File: src/rtl/cetp_pkg.sv
// types, character codes and hex helpers for the colour escape text parser
// no dependencies; imported by colour_escape_text_parser
`default_nettype none

package cetp_pkg;

    localparam int MAX_RESULTS = 5;

    localparam logic [7:0]  CHAR_AMP   = 8'h26;
    localparam logic [7:0]  CHAR_C     = 8'h63;
    localparam logic [7:0]  CHAR_R     = 8'h72;
    localparam logic [7:0]  CHAR_SPACE = 8'd32;
    localparam logic [7:0]  CHAR_NBSP  = 8'd160;
    localparam logic [7:0]  RED_BIT    = 8'h80;
    localparam logic [11:0] WHITE      = 12'hFFF;
    localparam logic signed [15:0] ROW_HIDE = -16'sd8;

    typedef struct packed {
        logic [7:0]         char_byte;
        logic               first_byte;
        logic               last_byte;
        logic signed [15:0] start_x;
        logic signed [15:0] start_y;
        logic [11:0]        start_colour;
        logic               red_text;
    } cetp_in_t;

    typedef struct packed {
        logic [7:0]         glyph;
        logic               glyph_valid;
        logic               visible;
        logic signed [15:0] pos_x;
        logic signed [15:0] pos_y;
        logic [3:0]         colour_red;
        logic [3:0]         colour_green;
        logic [3:0]         colour_blue;
        logic               end_of_string;
    } cetp_out_t;

    function automatic logic is_hex(input logic [7:0] b);
        logic r;
        r = (b >= 8'h30 && b <= 8'h39) || (b >= 8'h61 && b <= 8'h66)
            || (b >= 8'h41 && b <= 8'h46);
        return r;
    endfunction

    function automatic logic [3:0] hex_val(input logic [7:0] b);
        logic [7:0] v;
        if (b >= 8'h30 && b <= 8'h39)
            v = b - 8'h30;
        else if (b >= 8'h61 && b <= 8'h66)
            v = b - 8'h57;
        else if (b >= 8'h41 && b <= 8'h46)
            v = b - 8'h37;
        else
            v = 8'h00;
        return v[3:0];
    endfunction

endpackage

`default_nettype wire

File: src/rtl/colour_escape_text_parser.sv
// colour escape text parser: one word in, up to five glyph results out
// an accepted word passes the input register, then the result job registers
// throughput: 1 word per cycle when each word gives at most one result and the
// output does not stall; a word that replays a broken escape holds the input
// until the single result port has drained the per-word glyph list
// reset: asynchronous, pen and row zero, colour white, colour enabled, no escape
// depends on cetp_pkg
`default_nettype none

module colour_escape_text_parser
    import cetp_pkg::*;
#(
    parameter int GLYPH_ADVANCE = 8
) (
    input  wire logic      clk,
    input  wire logic      rst_n,
    input  wire logic      in_valid,
    output logic           in_stall,
    input  wire cetp_in_t  in_data,
    output logic           out_valid,
    input  wire logic      out_stall,
    output cetp_out_t      out_data,
    input  wire logic      cfg_valid,
    output logic           cfg_ready,
    input  wire logic      cfg_data
);

    localparam logic [2:0] PH_IDLE  = 3'd0;
    localparam logic [2:0] PH_AMP   = 3'd1;
    localparam logic [2:0] PH_C     = 3'd2;
    localparam logic [2:0] PH_HELD1 = 3'd3;
    localparam logic [2:0] PH_HELD2 = 3'd4;

    localparam logic [15:0] ADV = 16'(GLYPH_ADVANCE);

    // configuration and parser state
    logic        colour_en_reg;
    logic [15:0] pen_x_reg, pen_x_next;
    logic [15:0] row_y_reg, row_y_next;
    logic [11:0] colour_reg, colour_next;
    logic        red_reg, red_next;
    logic [2:0]  phase_reg, phase_next;
    logic [7:0]  held_reg [2];
    logic [7:0]  held_next [2];

    // input register
    cetp_in_t    in_data_reg;
    logic        in_full_reg;

    // result job: glyph list of one word
    logic [7:0]  job_glyph_reg [MAX_RESULTS];
    logic [2:0]  job_cnt_reg;
    logic [2:0]  job_idx_reg;
    logic        job_active_reg;
    logic        job_marker_reg;
    logic        job_last_reg;
    logic        job_red_reg;
    logic [15:0] job_x_reg;
    logic [15:0] job_y_reg;
    logic [11:0] job_colour_reg;

    // parse logic
    logic [7:0]  b;
    logic [2:0]  phe;
    logic        hex_ok, complete, advance;
    logic [2:0]  n_glyphs, job_n;
    logic [15:0] pen_eff;
    logic [7:0]  slot [MAX_RESULTS];

    logic out_take, job_done, job_free, consume, load_job, in_take;

    always_comb
    begin
        b          = in_data_reg.char_byte;
        pen_eff    = in_data_reg.first_byte ? in_data_reg.start_x : pen_x_reg;
        row_y_next = in_data_reg.first_byte ? in_data_reg.start_y : row_y_reg;
        red_next   = in_data_reg.first_byte ? in_data_reg.red_text : red_reg;
        colour_next = in_data_reg.first_byte ? in_data_reg.start_colour : colour_reg;
        held_next[0] = held_reg[0];
        held_next[1] = held_reg[1];

        if (in_data_reg.first_byte || phase_reg > PH_HELD2)
            phe = PH_IDLE;
        else
            phe = phase_reg;

        hex_ok   = is_hex(b);
        complete = (phe == PH_AMP && b == CHAR_R) || (phe == PH_HELD2 && hex_ok);
        advance  = (phe == PH_IDLE && b == CHAR_AMP) || (phe == PH_AMP && b == CHAR_C)
                   || ((phe == PH_C || phe == PH_HELD1) && hex_ok);

        // broken escape emits held prefix then breaking byte bar a non-final &
        if (complete)
        begin
            n_glyphs   = 3'd0;
            phase_next = PH_IDLE;
            if (colour_en_reg)
            begin
                if (phe == PH_AMP)
                    colour_next = WHITE;
                else
                    colour_next = {hex_val(held_reg[0]), hex_val(held_reg[1]), hex_val(b)};
            end
        end
        else if (advance)
        begin
            n_glyphs   = in_data_reg.last_byte ? phe + 3'd1 : 3'd0;
            phase_next = in_data_reg.last_byte ? PH_IDLE : phe + 3'd1;
            if (phe == PH_C)
                held_next[0] = b;
            if (phe == PH_HELD1)
                held_next[1] = b;
        end
        else if (b == CHAR_AMP && !in_data_reg.last_byte)
        begin
            n_glyphs   = phe;
            phase_next = PH_AMP;
        end
        else
        begin
            n_glyphs   = phe + 3'd1;
            phase_next = PH_IDLE;
        end

        for (int k = 0; k < MAX_RESULTS; k++)
        begin
            if (3'(k) >= phe)
                slot[k] = b;
            else if (k == 0)
                slot[k] = CHAR_AMP;
            else if (k == 1)
                slot[k] = CHAR_C;
            else if (k == 2)
                slot[k] = held_reg[0];
            else
                slot[k] = held_reg[1];
        end

        job_n      = (n_glyphs == 3'd0 && in_data_reg.last_byte) ? 3'd1 : n_glyphs;
        pen_x_next = pen_eff + 16'(16'(n_glyphs) * ADV);
    end

    assign out_take = job_active_reg && !out_stall;
    assign job_done = out_take && (job_idx_reg == job_cnt_reg - 3'd1);
    assign job_free = !job_active_reg || job_done;
    assign consume  = in_full_reg && (job_n == 3'd0 || job_free);
    assign load_job = consume && job_n != 3'd0;
    assign in_stall = in_full_reg && !consume;
    assign in_take  = in_valid && !in_stall;
    assign cfg_ready = 1'b1;

    always_ff @(posedge clk or negedge rst_n)
    begin
        if (!rst_n)
        begin
            colour_en_reg  <= 1'b1;
            pen_x_reg      <= '0;
            row_y_reg      <= '0;
            colour_reg     <= WHITE;
            red_reg        <= 1'b0;
            phase_reg      <= PH_IDLE;
            in_full_reg    <= 1'b0;
            job_active_reg <= 1'b0;
        end
        else
        begin
            if (cfg_valid && cfg_ready)
                colour_en_reg <= cfg_data;
            if (consume)
            begin
                pen_x_reg  <= pen_x_next;
                row_y_reg  <= row_y_next;
                colour_reg <= colour_next;
                red_reg    <= red_next;
                phase_reg  <= phase_next;
            end
            if (in_take)
                in_full_reg <= 1'b1;
            else if (consume)
                in_full_reg <= 1'b0;
            if (load_job)
                job_active_reg <= 1'b1;
            else if (job_done)
                job_active_reg <= 1'b0;
        end
    end

    // payload registers
    always_ff @(posedge clk)
    begin
        if (in_take)
            in_data_reg <= in_data;
        if (consume)
        begin
            held_reg[0] <= held_next[0];
            held_reg[1] <= held_next[1];
        end
        if (load_job)
        begin
            for (int k = 0; k < MAX_RESULTS; k++)
                job_glyph_reg[k] <= slot[k];
            job_cnt_reg    <= job_n;
            job_idx_reg    <= 3'd0;
            job_marker_reg <= (n_glyphs == 3'd0);
            job_last_reg   <= in_data_reg.last_byte;
            job_red_reg    <= red_next && !colour_en_reg;
            job_x_reg      <= pen_eff;
            job_y_reg      <= row_y_next;
            job_colour_reg <= colour_next;
        end
        else if (out_take && !job_done)
        begin
            job_idx_reg <= job_idx_reg + 3'd1;
            job_x_reg   <= job_x_reg + ADV;
        end
    end

    logic [7:0] glyph_out;

    always_comb
    begin
        glyph_out = job_marker_reg ? 8'h00
                  : (job_glyph_reg[job_idx_reg] | (job_red_reg ? RED_BIT : 8'h00));
        out_data.glyph         = glyph_out;
        out_data.glyph_valid   = !job_marker_reg;
        out_data.visible       = !job_marker_reg && glyph_out != CHAR_SPACE
                                 && glyph_out != CHAR_NBSP
                                 && $signed(job_y_reg) > ROW_HIDE;
        out_data.pos_x         = job_x_reg;
        out_data.pos_y         = job_y_reg;
        out_data.colour_red    = job_colour_reg[11:8];
        out_data.colour_green  = job_colour_reg[7:4];
        out_data.colour_blue   = job_colour_reg[3:0];
        out_data.end_of_string = job_last_reg && (job_idx_reg == job_cnt_reg - 3'd1);
    end

    assign out_valid = job_active_reg;

`ifndef SYNTHESIS
    a_idx_in_range: assert property (@(posedge clk) disable iff (!rst_n)
        job_active_reg |-> (job_idx_reg < job_cnt_reg && job_cnt_reg <= 3'd5))
        else $error("result index outside glyph list");

    a_marker_alone: assert property (@(posedge clk) disable iff (!rst_n)
        (job_active_reg && job_marker_reg) |-> (job_cnt_reg == 3'd1 && job_last_reg))
        else $error("end marker not a lone final result");

    a_pen_steps: assert property (@(posedge clk) disable iff (!rst_n)
        (out_take && !job_done) |=> (job_x_reg == $past(job_x_reg) + ADV))
        else $error("pen did not advance between glyphs of one word");

    a_phase_legal: assert property (@(posedge clk) disable iff (!rst_n)
        phase_reg <= PH_HELD2)
        else $error("escape phase out of range");
`endif

endmodule

`default_nettype wire
File: config.mk
export PLATFORM = sky130hd
export DESIGN_NAME = colour_escape_text_parser
export DESIGN_NICKNAME = d
export VERILOG_FILES = /design/src/rtl/cetp_pkg.sv /design/src/rtl/colour_escape_text_parser.sv
export SDC_FILE = /design/constraint.sdc
export NUM_CORES = 1
export LEC_CHECK = 0
export BUFFER_PORTS_ARGS = -buffer_cell sky130_fd_sc_hd__buf_2
export CORE_MARGIN = 5
export CORE_UTILIZATION = 24
export CTS_BUF_LIST = sky130_fd_sc_hd__clkbuf_16
export DETAILED_ROUTE_END_ITERATION = 12
export PLACE_DENSITY = 0.5
export SETUP_SLACK_MARGIN = 0.4
export SLEW_MARGIN = 20
export SYNTH_ARGS = -nofsm -noshare
export SYNTH_HDL_FRONTEND = slang
export SYNTH_SLANG_ARGS = --single-unit
export TNS_END_PERCENT = 5
File: constraint.sdc
create_clock -name clk -period 6.24 [get_ports clk]
set_input_delay 0.624 -clock clk [delete_from_list [all_inputs] [get_ports clk]]
set_output_delay 0.624 -clock clk [all_outputs]
set_load 0.1 [all_outputs]
==> Word-level counts from Yosys, hierarchy flattened <==
Memories as Yosys holds them, arrays and structs flattened. A register that Yosys moved wholly into a read port is not among the register bits.
Index checks and enable logic that the tools add are counted.
{ "totals": {"register_bits": 159, "ram_bits": 56, "input_bits": 61, "out_inout_bits": 58, "wordCells": 176, "mem_count": 2} }
{ "memory_table": {"columns": ["name", "words", "width", "rd", "rd_clocked_by_memory_dff", "write_ports", "line", "text"], "rows": [
  ["job_glyph_reg", 5, 8, 1, 1, 5, "colour_escape_text_parser.sv:51", "logic [7:0] job_glyph_reg [MAX_RESULTS];"],
  ["held_reg", 2, 8, 2, 0, 2, "colour_escape_text_parser.sv:43", "logic [7:0] held_reg [2];"]
]} }
{ "op_classes": {"n_addsub": 14, "n_lt_le_gt_ge": 25, "eq_ne": 10, "muxes": 49, "bitwise": 1, "n_reduce_logical": 52} }
{ "ops": {"columns": ["cell", "n"], "rows": [
  ["$mux 16", 6],
  ["$mux 8", 9],
  ["$ge 8x7->1 const B", 6],
  ["$le 8x7->1 const B", 6],
  ["$mux 12", 4],
  ["$mux 4", 9],
  ["$mux 3", 11],
  ["$logic_and 1x1->1", 28],
  ["$ge 8x6->1 const B", 3],
  ["$le 8x6->1 const B", 3],
  ["$sub 4x3->4 const B", 6],
  ["$add 16x4->16 const B", 1],
  ["$add 16x6->16", 1],
  ["$eq 8x7->1 const B", 2],
  ["$gt 16x4->1 const B", 1],
  ["$sub 4x1->4 const B", 3],
  ["$mux 1", 10],
  ["$logic_not 3->1", 3],
  ["$logic_or 1x1->1", 9],
  ["$eq 8x6->1 const B", 1],
  ["$logic_not 1->1", 8],
  ["$ne 8x6->1 const B", 1],
  ["$ne 8x8->1 const B", 1],
  ["$or 8x8->8", 1],
  ["12 further kinds", 18]
]} }

==> Logic depth before layout (Yosys ltp) <==
Gate-level depths: netlist of the first run.
{ "logic_depth": {"ltp_word": 20, "ltp_mapped": 20, "ltp_nobuf": 19} }

==> Worst setup path after synthesis of the first run <==
Ideal clock, no wire load.
{ "synth_timing": {"path_kind": "reg2reg", "start": "reg in_data_reg[46] (netlist bit)", "end": "reg job_cnt_reg[0] (enable)", "setup_ns": 0.431, "arrival_time_ns": 4.096, "t_required_ns": 5.809, "setup_slack_ns": 1.713, "path_stages_with_launch": 14, "n_path_buf": 3, "synth_period_minus_slack_ns": 4.527, "path_cell_list": "edfxtp_1 nor2_1 nand2_1 clkbuf_1 ha_1 and4b_1 a32oi_4 nor2_1 o21ai_1 a31o_4 nand3_1 buf_2 buf_2 inv_1"} }
{ "synth_via": {"elab_chain_cells": 15, "word_cells_on_any_way": 29, "classes_between": "1 x add/sub; 4 x eq/ne; 6 x mux; 18 x reduce/logical"} }
{ "synth_lines": {"columns": ["element", "line", "text"], "rows": [
  ["start, declared", "colour_escape_text_parser.sv:47", "cetp_in_t in_data_reg;"],
  ["start signal, assigned", "colour_escape_text_parser.sv:192", "in_data_reg <= in_data;"],
  ["$logic_or 1x1->1 *", "colour_escape_text_parser.sv:82", "if (in_data_reg.first_byte || phase_reg > PH_HELD2)"],
  ["$mux 3 *", "colour_escape_text_parser.sv:82", null],
  ["parallel branches: the longest is 5 deep, another holds $add 3x1->3", null, null],
  ["$mux 3 *", "colour_escape_text_parser.sv:93", "if (complete)"],
  ["$logic_not 3->1", "colour_escape_text_parser.sv:139", "job_n = (n_glyphs == 3'd0 && in_data_reg.last_byte) ? 3'd1 : n_glyphs;"],
  ["$logic_and 1x1->1", "colour_escape_text_parser.sv:139", null],
  ["$mux 3 *", "colour_escape_text_parser.sv:139", null],
  ["$logic_not 3->1", "colour_escape_text_parser.sv:146", "assign consume = in_full_reg && (job_n == 3'd0 || job_free);"],
  ["$logic_or 1x1->1", "colour_escape_text_parser.sv:146", null],
  ["$logic_and 1x1->1", "colour_escape_text_parser.sv:146", null],
  ["$logic_and 1x1->1 *", "colour_escape_text_parser.sv:147", "assign load_job = consume && job_n != 3'd0;"],
  ["net load_job", "colour_escape_text_parser.sv:70", "logic out_take, job_done, job_free, consume, load_job, in_take;"],
  ["end signal, assigned", "colour_escape_text_parser.sv:202", "job_cnt_reg <= job_n;"],
  ["end, declared", "colour_escape_text_parser.sv:52", "logic [2:0] job_cnt_reg;"]
]} }
Mark *: on every way through the listed nets, which the timed path passes.
A chain may end at the register's enable or synchronous reset.

==> Final worst setup path of the first run <==
{ "layout_timing": {"start": "reg in_data_reg, in the netlist b[0]", "end": "reg pen_x_reg[15]"} }
{ "layout_via": {"elab_chain_cells": 14, "word_cells_on_any_way": 33, "classes_between": "1 x add/sub; 6 x order compare; 3 x eq/ne; 4 x mux; 19 x reduce/logical"} }
{ "layout_lines": {"columns": ["element", "line", "text"], "rows": [
  ["$ge 8x6->1, or another cell as far along", "cetp_pkg.sv:42", "r = (b >= 8'h30 && b <= 8'h39) || (b >= 8'h61 && b <= 8'h66)"],
  ["$logic_and 1x1->1", "cetp_pkg.sv:42", null],
  ["$logic_or 1x1->1", "cetp_pkg.sv:42", null],
  ["$logic_or 1x1->1", "cetp_pkg.sv:43", "|| (b >= 8'h41 && b <= 8'h46);"],
  ["$logic_and 1x1->1", "colour_escape_text_parser.sv:90", "|| ((phe == PH_C || phe == PH_HELD1) && hex_ok);"],
  ["$logic_or 1x1->1", "colour_escape_text_parser.sv:90", null],
  ["$mux 3", "colour_escape_text_parser.sv:105", "else if (advance)"],
  ["$mux 3 *", "colour_escape_text_parser.sv:93", null],
  ["parallel branches: the longest is 6 deep, another holds $add 16x6->16", null, null],
  ["end signal, assigned", "colour_escape_text_parser.sv:171", "pen_x_reg <= pen_x_next;"],
  ["end, declared", "colour_escape_text_parser.sv:38", "logic [15:0] pen_x_reg, pen_x_next;"]
]} }
Every way passes the cells marked *.

==> flow_metrics.env, run 1 <==
export IMPL_cellInternalPower_mw=3.50
export IMPL_cp_end_kind="register"
export IMPL_die_h_um=218
export IMPL_post_synth_inst_count=745
export IMPL_initial_core_util=0.241
export IMPL_num_fill_cells=4356
export IMPL_cap_viol_max_count=0
export IMPL_arithmetic_cell_share_of_the_synthesized_area_counting_full_adders_half_adders_and_majority_gates=0.0261
export IMPL_final_hold_viol_count=0
export IMPL_number_of_register_bits_inferred_by_synthesis=218
export IMPL_cts_tree="built"
export IMPL_globalRouteTotalUtil=0.102
export IMPL_first_global_vias=6648
export IMPL_cts_clk_slew_worst_paths_ps=70
export IMPL_cts_sinks=218
export IMPL_synthToLayoutAreaGrowth_pct=19.5
export IMPL_yosys_warnings=0
export IMPL_chipWidth_um=218
export IMPL_synth_top_cells_by_area="edfxtp_1 47%, dfrtp_1 9.2%, mux2_2 5.0%"
export IMPL_setup_violations=0
export IMPL_clk_insertion_delay_late_ps=520
export IMPL_period_needed_ps=4910
export IMPL_finalWorstSetupSlack_ps=1330
export IMPL_cts_buffers=24
export IMPL_relSlewSlack=0.340
export IMPL_antenna_found_initial=2
export IMPL_viasPerCell=4.31
export IMPL_path_type_of_the_worst_min_delay_path="in2async"
export IMPL_fmax_ghz=0.204
export IMPL_synthSimpleGateAreaFrac=0.0858
export IMPL_status="completed"
export IMPL_routed_via_count=6335
export IMPL_worst_endpoint_required_ps=6650
export IMPL_cts_root_buf="clkbuf_16"
export IMPL_synth_yosys_seq_area_share=0.604
export IMPL_dp_cells=1424
export IMPL_grt_first_pass_wirelength_mm=38.5
export IMPL_post_synth_xor_area_fraction=0.0254
export IMPL_wl_per_cell_um=17.0
export IMPL_startpoint_type="register"
export IMPL_ys_async_sr_fraction=0.234
export IMPL_power_share_combinational=0.353
export IMPL_post_cts_resize_count=0
export IMPL_pwr_density_cell_nw_per_um2=466
export IMPL_tightest_slew_ps=990
export IMPL_netlist_area_leader_share=0.468
export IMPL_number_of_buffers_on_the_longest_clock_path=3
export IMPL_slew_violations=0
export IMPL_fraction_of_final_layout_cells_with_drive_strength_greater_than_1=0.315
export IMPL_timing_worst_setup_path_type="reg2reg"
export IMPL_finalCritPeriodShare=0.786
export IMPL_num_nets_final=947
export IMPL_power_frac_clock=0.244
export IMPL_largest_register_ff_count=47
export IMPL_place_hpwl_mm=17.4
export IMPL_drc=0
export IMPL_post_synth_num_cell_types=71
export IMPL_die_area_um2=47300
export IMPL_synth_common_cells="161 x edfxtp_1, 54 x nand2_1, 51 x mux2i_1"
export IMPL_rows=76
export IMPL_ys_dominant_reg_cell="edfxtp_1"
export IMPL_setup_tns_ps=0
export IMPL_clock_tree_htree_level_count=1
export IMPL_synth_edf_count=161
export IMPL_place_congestion=0.805
export IMPL_crit_arrival_ps=5310
export IMPL_yosysMostFrequentCell="edfxtp_1"
export IMPL_sw_frac_of_total=0.391
export IMPL_register_to_register_setup_slack_ps=1330
export IMPL_detailedRoute_firstIterationViolations=327
export IMPL_final_cells=1469
export IMPL_synth_compound_area_frac=0.0677
export IMPL_routed_antenna_nets=0
export IMPL_mapped_cell_area_um2=10300
export IMPL_peakVddDrop_v=0.000297
export IMPL_globalRoute_totalOverflow=0
export IMPL_wirelength_mm=24.9
export IMPL_grt_setup_unrepaired="false"
export IMPL_post_cts_setup_buffer_count=0
export IMPL_drtPass1Iterations=4
export IMPL_post_synth_cell_area_avg_um2=13.9
export IMPL_timing_critical_path_fanout_max=9
export IMPL_pwr_share_seq=0.403
export IMPL_finClkSkew_ps=11.2
export IMPL_ctsHoldBuffers=0
export IMPL_synth_top_cell_by_area="edfxtp_1"
export IMPL_core_region_area_um2=42900
export IMPL_switching_power_mw=2.25
export IMPL_place_ws_ps=1270
export IMPL_synthesis_nets=827
export IMPL_design_portCount=119
export IMPL_main_combinational_cell_family_by_area_after_synthesis="multiplexers"
export IMPL_port_buffer_count=117
export IMPL_grt_start_max_net_pins=76
export IMPL_power_static_leakage_nw=4.78
export IMPL_yosys_mux_area_fraction=0.162
per-layer routing:
layer / share of wire / track usage / wire length, µm / vias to the layer above
li1: - / - / - / 3016
met1: 0.46 / 0.141 / 11600 / 3133
met2: 0.47 / 0.165 / 11600 / 149
met3: 0.048 / 0.0193 / 1210 / 33
met4: 0.020 / 0.0303 / 508 / 4
met5: 0.0014 / 0 / 34 / -
placed cells by master (no fill, tap or decap), types with 3 or more instances in the layout:
cell,Yosys,layout
clkinv_1,0,3
nor2_1,42,42
a221oi_1,3,3
xor2_1,14,14
clkinv_2,0,8
nand4_1,3,3
clkbuf_16,0,25
dfstp_2,13,13
a32oi_1,3,3
nor4b_1,4,3
o21ai_0,21,21
a21oi_1,25,25
nand2b_1,6,6
nor3_1,9,9
buf_2,5,117
a211oi_1,9,9
mux2_4,31,31
nand2_1,54,54
mux4_2,8,8
dfxtp_1,6,6
and3_1,8,8
ha_1,20,20
mux2_2,46,46
o22a_1,4,4
nand3_1,13,13
and2_1,8,7
a31oi_1,7,7
or3_1,5,5
dfrtp_1,38,38
edfxtp_1,161,161
nor4_1,3,3
nor2b_1,7,7
xnor2_1,16,16
buf_4,1,12
o22ai_1,4,4
inv_1,28,30
mux2i_1,51,51
inv_6,0,3
cell type report:
| type | instances | area (µm²) | area share |
|---|---|---|---|
| multi-input cells | 464 | 3810 | 0.309 |
| clock inverters | 19 | 151 | 0.0123 |
| clock buffers | 25 | 626 | 0.0506 |
| inverters | 28 | 106 | 0.00861 |
| well taps | 585 | 732 | 0.0593 |
| diodes | 1 | 2.50 | 0.000203 |
| repair buffers | 129 | 676 | 0.0547 |
| flip-flops and latches | 218 | 6250 | 0.506 |
worst max-delay path, cell delays in order, from the launching register on:
cell and delay (ps):
edfxtp_1 510, inv_1 240, ha_1 220, inv_1 60
o311ai_1 630, a21oi_1 190, o21ai_1 310, nand2_1 200
o22ai_1 300, inv_1 110, fa_1 460, inv_1 70
a21oi_1 110, nor4_1 610, nand2_1 190, nor3_1 220
xnor2_1 90, mux2_4 270
path summary, 6_finish.rpt:
kind	start	endpoint	cells after the start
max reg2reg	b[0]$_DFFE_PP_	pen_x_reg[15]$_DFFE_PN0N_	17
min	rst_n	pen_x_reg[10]$_DFFE_PN0N_	2
max	b[0]$_DFFE_PP_	pen_x_reg[15]$_DFFE_PN0N_	17
min in group clk	in_data[35]	in_data_reg[35]$_DFFE_PP_	1
min reg2reg	pen_x_reg[0]$_DFFE_PN0N_	pen_x_reg[0]$_DFFE_PN0N_	1
max in group asynchronous	rst_n	row_y_reg[0]$_DFFE_PN0N_	2
per-stage QoR:
stage / utilization / instance area, µm² / hold slack (ps) / power [mW]
after floorplan: - / 10300 / 328 / 3.97
after global placement: 0.270 / 11600 / 488 / 4.40
after detailed placement: 0.270 / 11600 / 492 / 4.41
after CTS: 0.288 / 12300 / 243 / 5.85
after global routing: 0.288 / 12400 / 251 / 6.05
final: 0.288 / 12400 / 262 / 5.76
cells by family (layout without fill, tap and decap cells):
kind of cell,Yosys count,in the layout
buffers and inverters,63,201
adder cells (fa/ha/maj),21,21
AND/OR/NAND/NOR,175,175
multiplexers,136,136
flip-flops,218,218
other,1,2
XOR/XNOR,30,30
AO/OA/AOI/OAI,101,101
power by group through the flow:
| stage | clock, mW | combinational (mW) | sequential [mW] |
|---|---|---|---|
| 2_1_floorplan | 0 | 1.17 | 2.80 |
| 3_3_place_gp | 0 | 2.05 | 2.34 |
| 3_5_place_dp | 0 | 2.06 | 2.35 |
| 4_1_cts | 1.46 | 2.07 | 2.33 |
| 5_1_grt | 1.51 | 2.17 | 2.37 |
| 6_report | 1.41 | 2.03 | 2.32 |
No activity file was read; power rests on OpenSTA's default activity.
==> run 2, diff against run 1 <==
- clock period: 6.24 -> 4.6 ns (I/O delays scaled with it)
==> run 2 against run 1 <==
Compared with the run above:
- die area unchanged
- first-iteration DRC count up 19%
- combinational power up 39%
- non-clock buffer count up 14
- worst hold slack worse by 180 ps
- routed wire length up 3.6%
- critical path type unchanged
- critical path depth unchanged
- cell count up 1.2%
- sequential share of layout area down 1.0 points
- worst setup slack worse by 670 ps
- maximum frequency up 25%
- design area up 2.1%
==> flow_metrics.env, run 2 (same netlist as run 1, synthesis figures left out) <==
export IMPL_status="completed"
export IMPL_wl_per_cell_um=17.4
export IMPL_globalRouteTotalUtil=0.107
export IMPL_detailedRoute_firstIterationViolations=390
export IMPL_chipWidth_um=218
export IMPL_pwr_share_seq=0.394
export IMPL_pwr_density_cell_nw_per_um2=632
export IMPL_cts_tree="built"
export IMPL_switching_power_mw=3.12
export IMPL_largest_register_ff_count=47
export IMPL_fmax_ghz=0.254
export IMPL_place_hpwl_mm=17.8
export IMPL_power_static_leakage_nw=4.89
export IMPL_cellInternalPower_mw=4.84
export IMPL_cts_sinks=218
export IMPL_design_portCount=119
export IMPL_globalRoute_totalOverflow=0
export IMPL_synthToLayoutAreaGrowth_pct=22.1
export IMPL_post_cts_setup_buffer_count=0
export IMPL_dp_cells=1438
export IMPL_holdWs_ps=81.2
export IMPL_power_frac_clock=0.252
export IMPL_tightest_slew_ps=929
export IMPL_core_region_area_um2=42900
export IMPL_setup_violations=0
export IMPL_power_share_combinational=0.354
export IMPL_fraction_of_final_layout_cells_with_drive_strength_greater_than_1=0.341
export IMPL_cp_end_kind="register"
export IMPL_place_congestion=0.841
export IMPL_post_layout_instance_area_um2=12600
export IMPL_finClkSkew_ps=13.2
export IMPL_port_buffer_count=117
export IMPL_layout_cells_most_common="edfxtp_1"
export IMPL_worst_endpoint_required_ps=5030
export IMPL_grt_setup_unrepaired="false"
export IMPL_timing_critical_path_fanout_max=8
export IMPL_grt_start_max_net_pins=52
export IMPL_rows=76
export IMPL_num_nets_final=963
export IMPL_initial_core_util=0.241
export IMPL_setup_tns_ps=0
export IMPL_routed_antenna_nets=0
export IMPL_multiInputGateArea_um2=3840
export IMPL_viasPerCell=4.27
export IMPL_final_cells=1487
export IMPL_final_hold_viol_count=0
export IMPL_finalCritPeriodShare=0.855
export IMPL_area_after_dpl_um2=11700
export IMPL_routed_via_count=6353
export IMPL_cts_root_buf="clkbuf_16"
export IMPL_antenna_found_initial=5
export IMPL_drc=0
export IMPL_cap_viol_max_count=0
export IMPL_die_area_um2=47300
export IMPL_drtPass1Iterations=5
export IMPL_grt_first_pass_wirelength_mm=39.6
export IMPL_clk_insertion_delay_late_ps=550
export IMPL_period_needed_ps=3930
export IMPL_first_global_vias=6819
export IMPL_num_fill_cells=4347
export IMPL_wirelength_mm=25.8
export IMPL_finalWorstSetupSlack_ps=665
export IMPL_slew_violations=0
export IMPL_layout_cells_most_common_list="161 x edfxtp_1, 117 x buf_2, 52 x nand2_1, 51 x mux2i_1, 46 x mux2_2"
export IMPL_clock_tree_htree_level_count=1
export IMPL_path_type_of_the_worst_min_delay_path="in2async"
export IMPL_peakVddDrop_v=0.000356
export IMPL_crit_arrival_ps=4360
export IMPL_startpoint_type="register"
export IMPL_relSlewSlack=0.378
export IMPL_cts_buffers=26
export IMPL_place_ws_ps=395
export IMPL_timing_worst_setup_path_type="reg2reg"
export IMPL_die_h_um=218
export IMPL_cts_clk_slew_worst_paths_ps=70
export IMPL_number_of_buffers_on_the_longest_clock_path=3
export IMPL_final_seq_area_um2=6250
export IMPL_sw_frac_of_total=0.392
[run 2: final timing paths]
check | start | endpoint | slack, ps | depth (start not counted)
max | b[1]$_DFFE_PP_ | pen_x_reg[14]$_DFFE_PN0N_ | 670 | 17
min | rst_n | pen_x_reg[9]$_DFFE_PN0N_ | 80 | 2
max reg2reg | b[1]$_DFFE_PP_ | pen_x_reg[14]$_DFFE_PN0N_ | 670 | 17
min reg2reg | pen_x_reg[3]$_DFFE_PN0N_ | pen_x_reg[3]$_DFFE_PN0N_ | 510 | 1
max in group asynchronous | rst_n | phase_reg[2]$_DFFE_PN0N_ | 3960 | 2
min in group clk | in_data[36] | in_data_reg[36]$_DFFE_PP_ | 80 | 1
[run 2: layer usage]
| metal | wire [µm] | GRT usage | vias up |
|---|---|---|---|
| met5 | 60 | 0 | - |
| met4 | 524 | 0.0308 | 10 |
| li1 | - | - | 3058 |
| met2 | 12000 | 0.175 | 150 |
| met1 | 11700 | 0.140 | 3091 |
| met3 | 1510 | 0.0273 | 44 |
[run 2: worst max-delay path, stage by stage, from the launching register on]
cell	delay (ps)
edfxtp_1	510
inv_2	160
ha_1	220
o21bai_1	90
a2111o_1	470
a21oi_1	270
o21ai_2	110
nand2_2	130
o22ai_1	130
buf_4	160
ha_1	270
a21o_1	110
a21oi_1	100
nor3_2	340
nand2_1	170
nor3_1	200
xnor2_1	90
mux2_4	270
[run 2: power by group through the flow]
stage | clock network, mW | logic, mW | registers, mW
2_1_floorplan | 0 | 1.59 | 3.80
3_3_place_gp | 0 | 2.84 | 3.17
3_5_place_dp | 0 | 2.86 | 3.18
4_1_cts | 2.09 | 2.87 | 3.15
5_1_grt | 2.16 | 3.01 | 3.21
6_report | 2.01 | 2.82 | 3.14
[run 2: timing repair]
item / in CTS / in global routing
pin swaps: 0 / 1
resized for setup: 1 / 12
hold buffers: 0 / 0
setup endpoints to repair: 1 / 8
[run 2: area by class of cell]
type,count,area share
flip-flops and latches,218,0.495
multi-input cells,464,0.305
repair buffers,143,0.0671
well taps,585,0.0580
clock buffers,26,0.0516
clock inverters,22,0.0145
inverters,28,0.00863
diodes,1,0.000198
[run 2: through the flow]
stage	total power, mW	utilization
6_report	7.97	0.294
5_1_grt	8.38	0.294
4_1_cts	8.11	0.293
3_5_place_dp	6.04	0.274
3_3_place_gp	6.01	0.274
2_1_floorplan	5.39	-
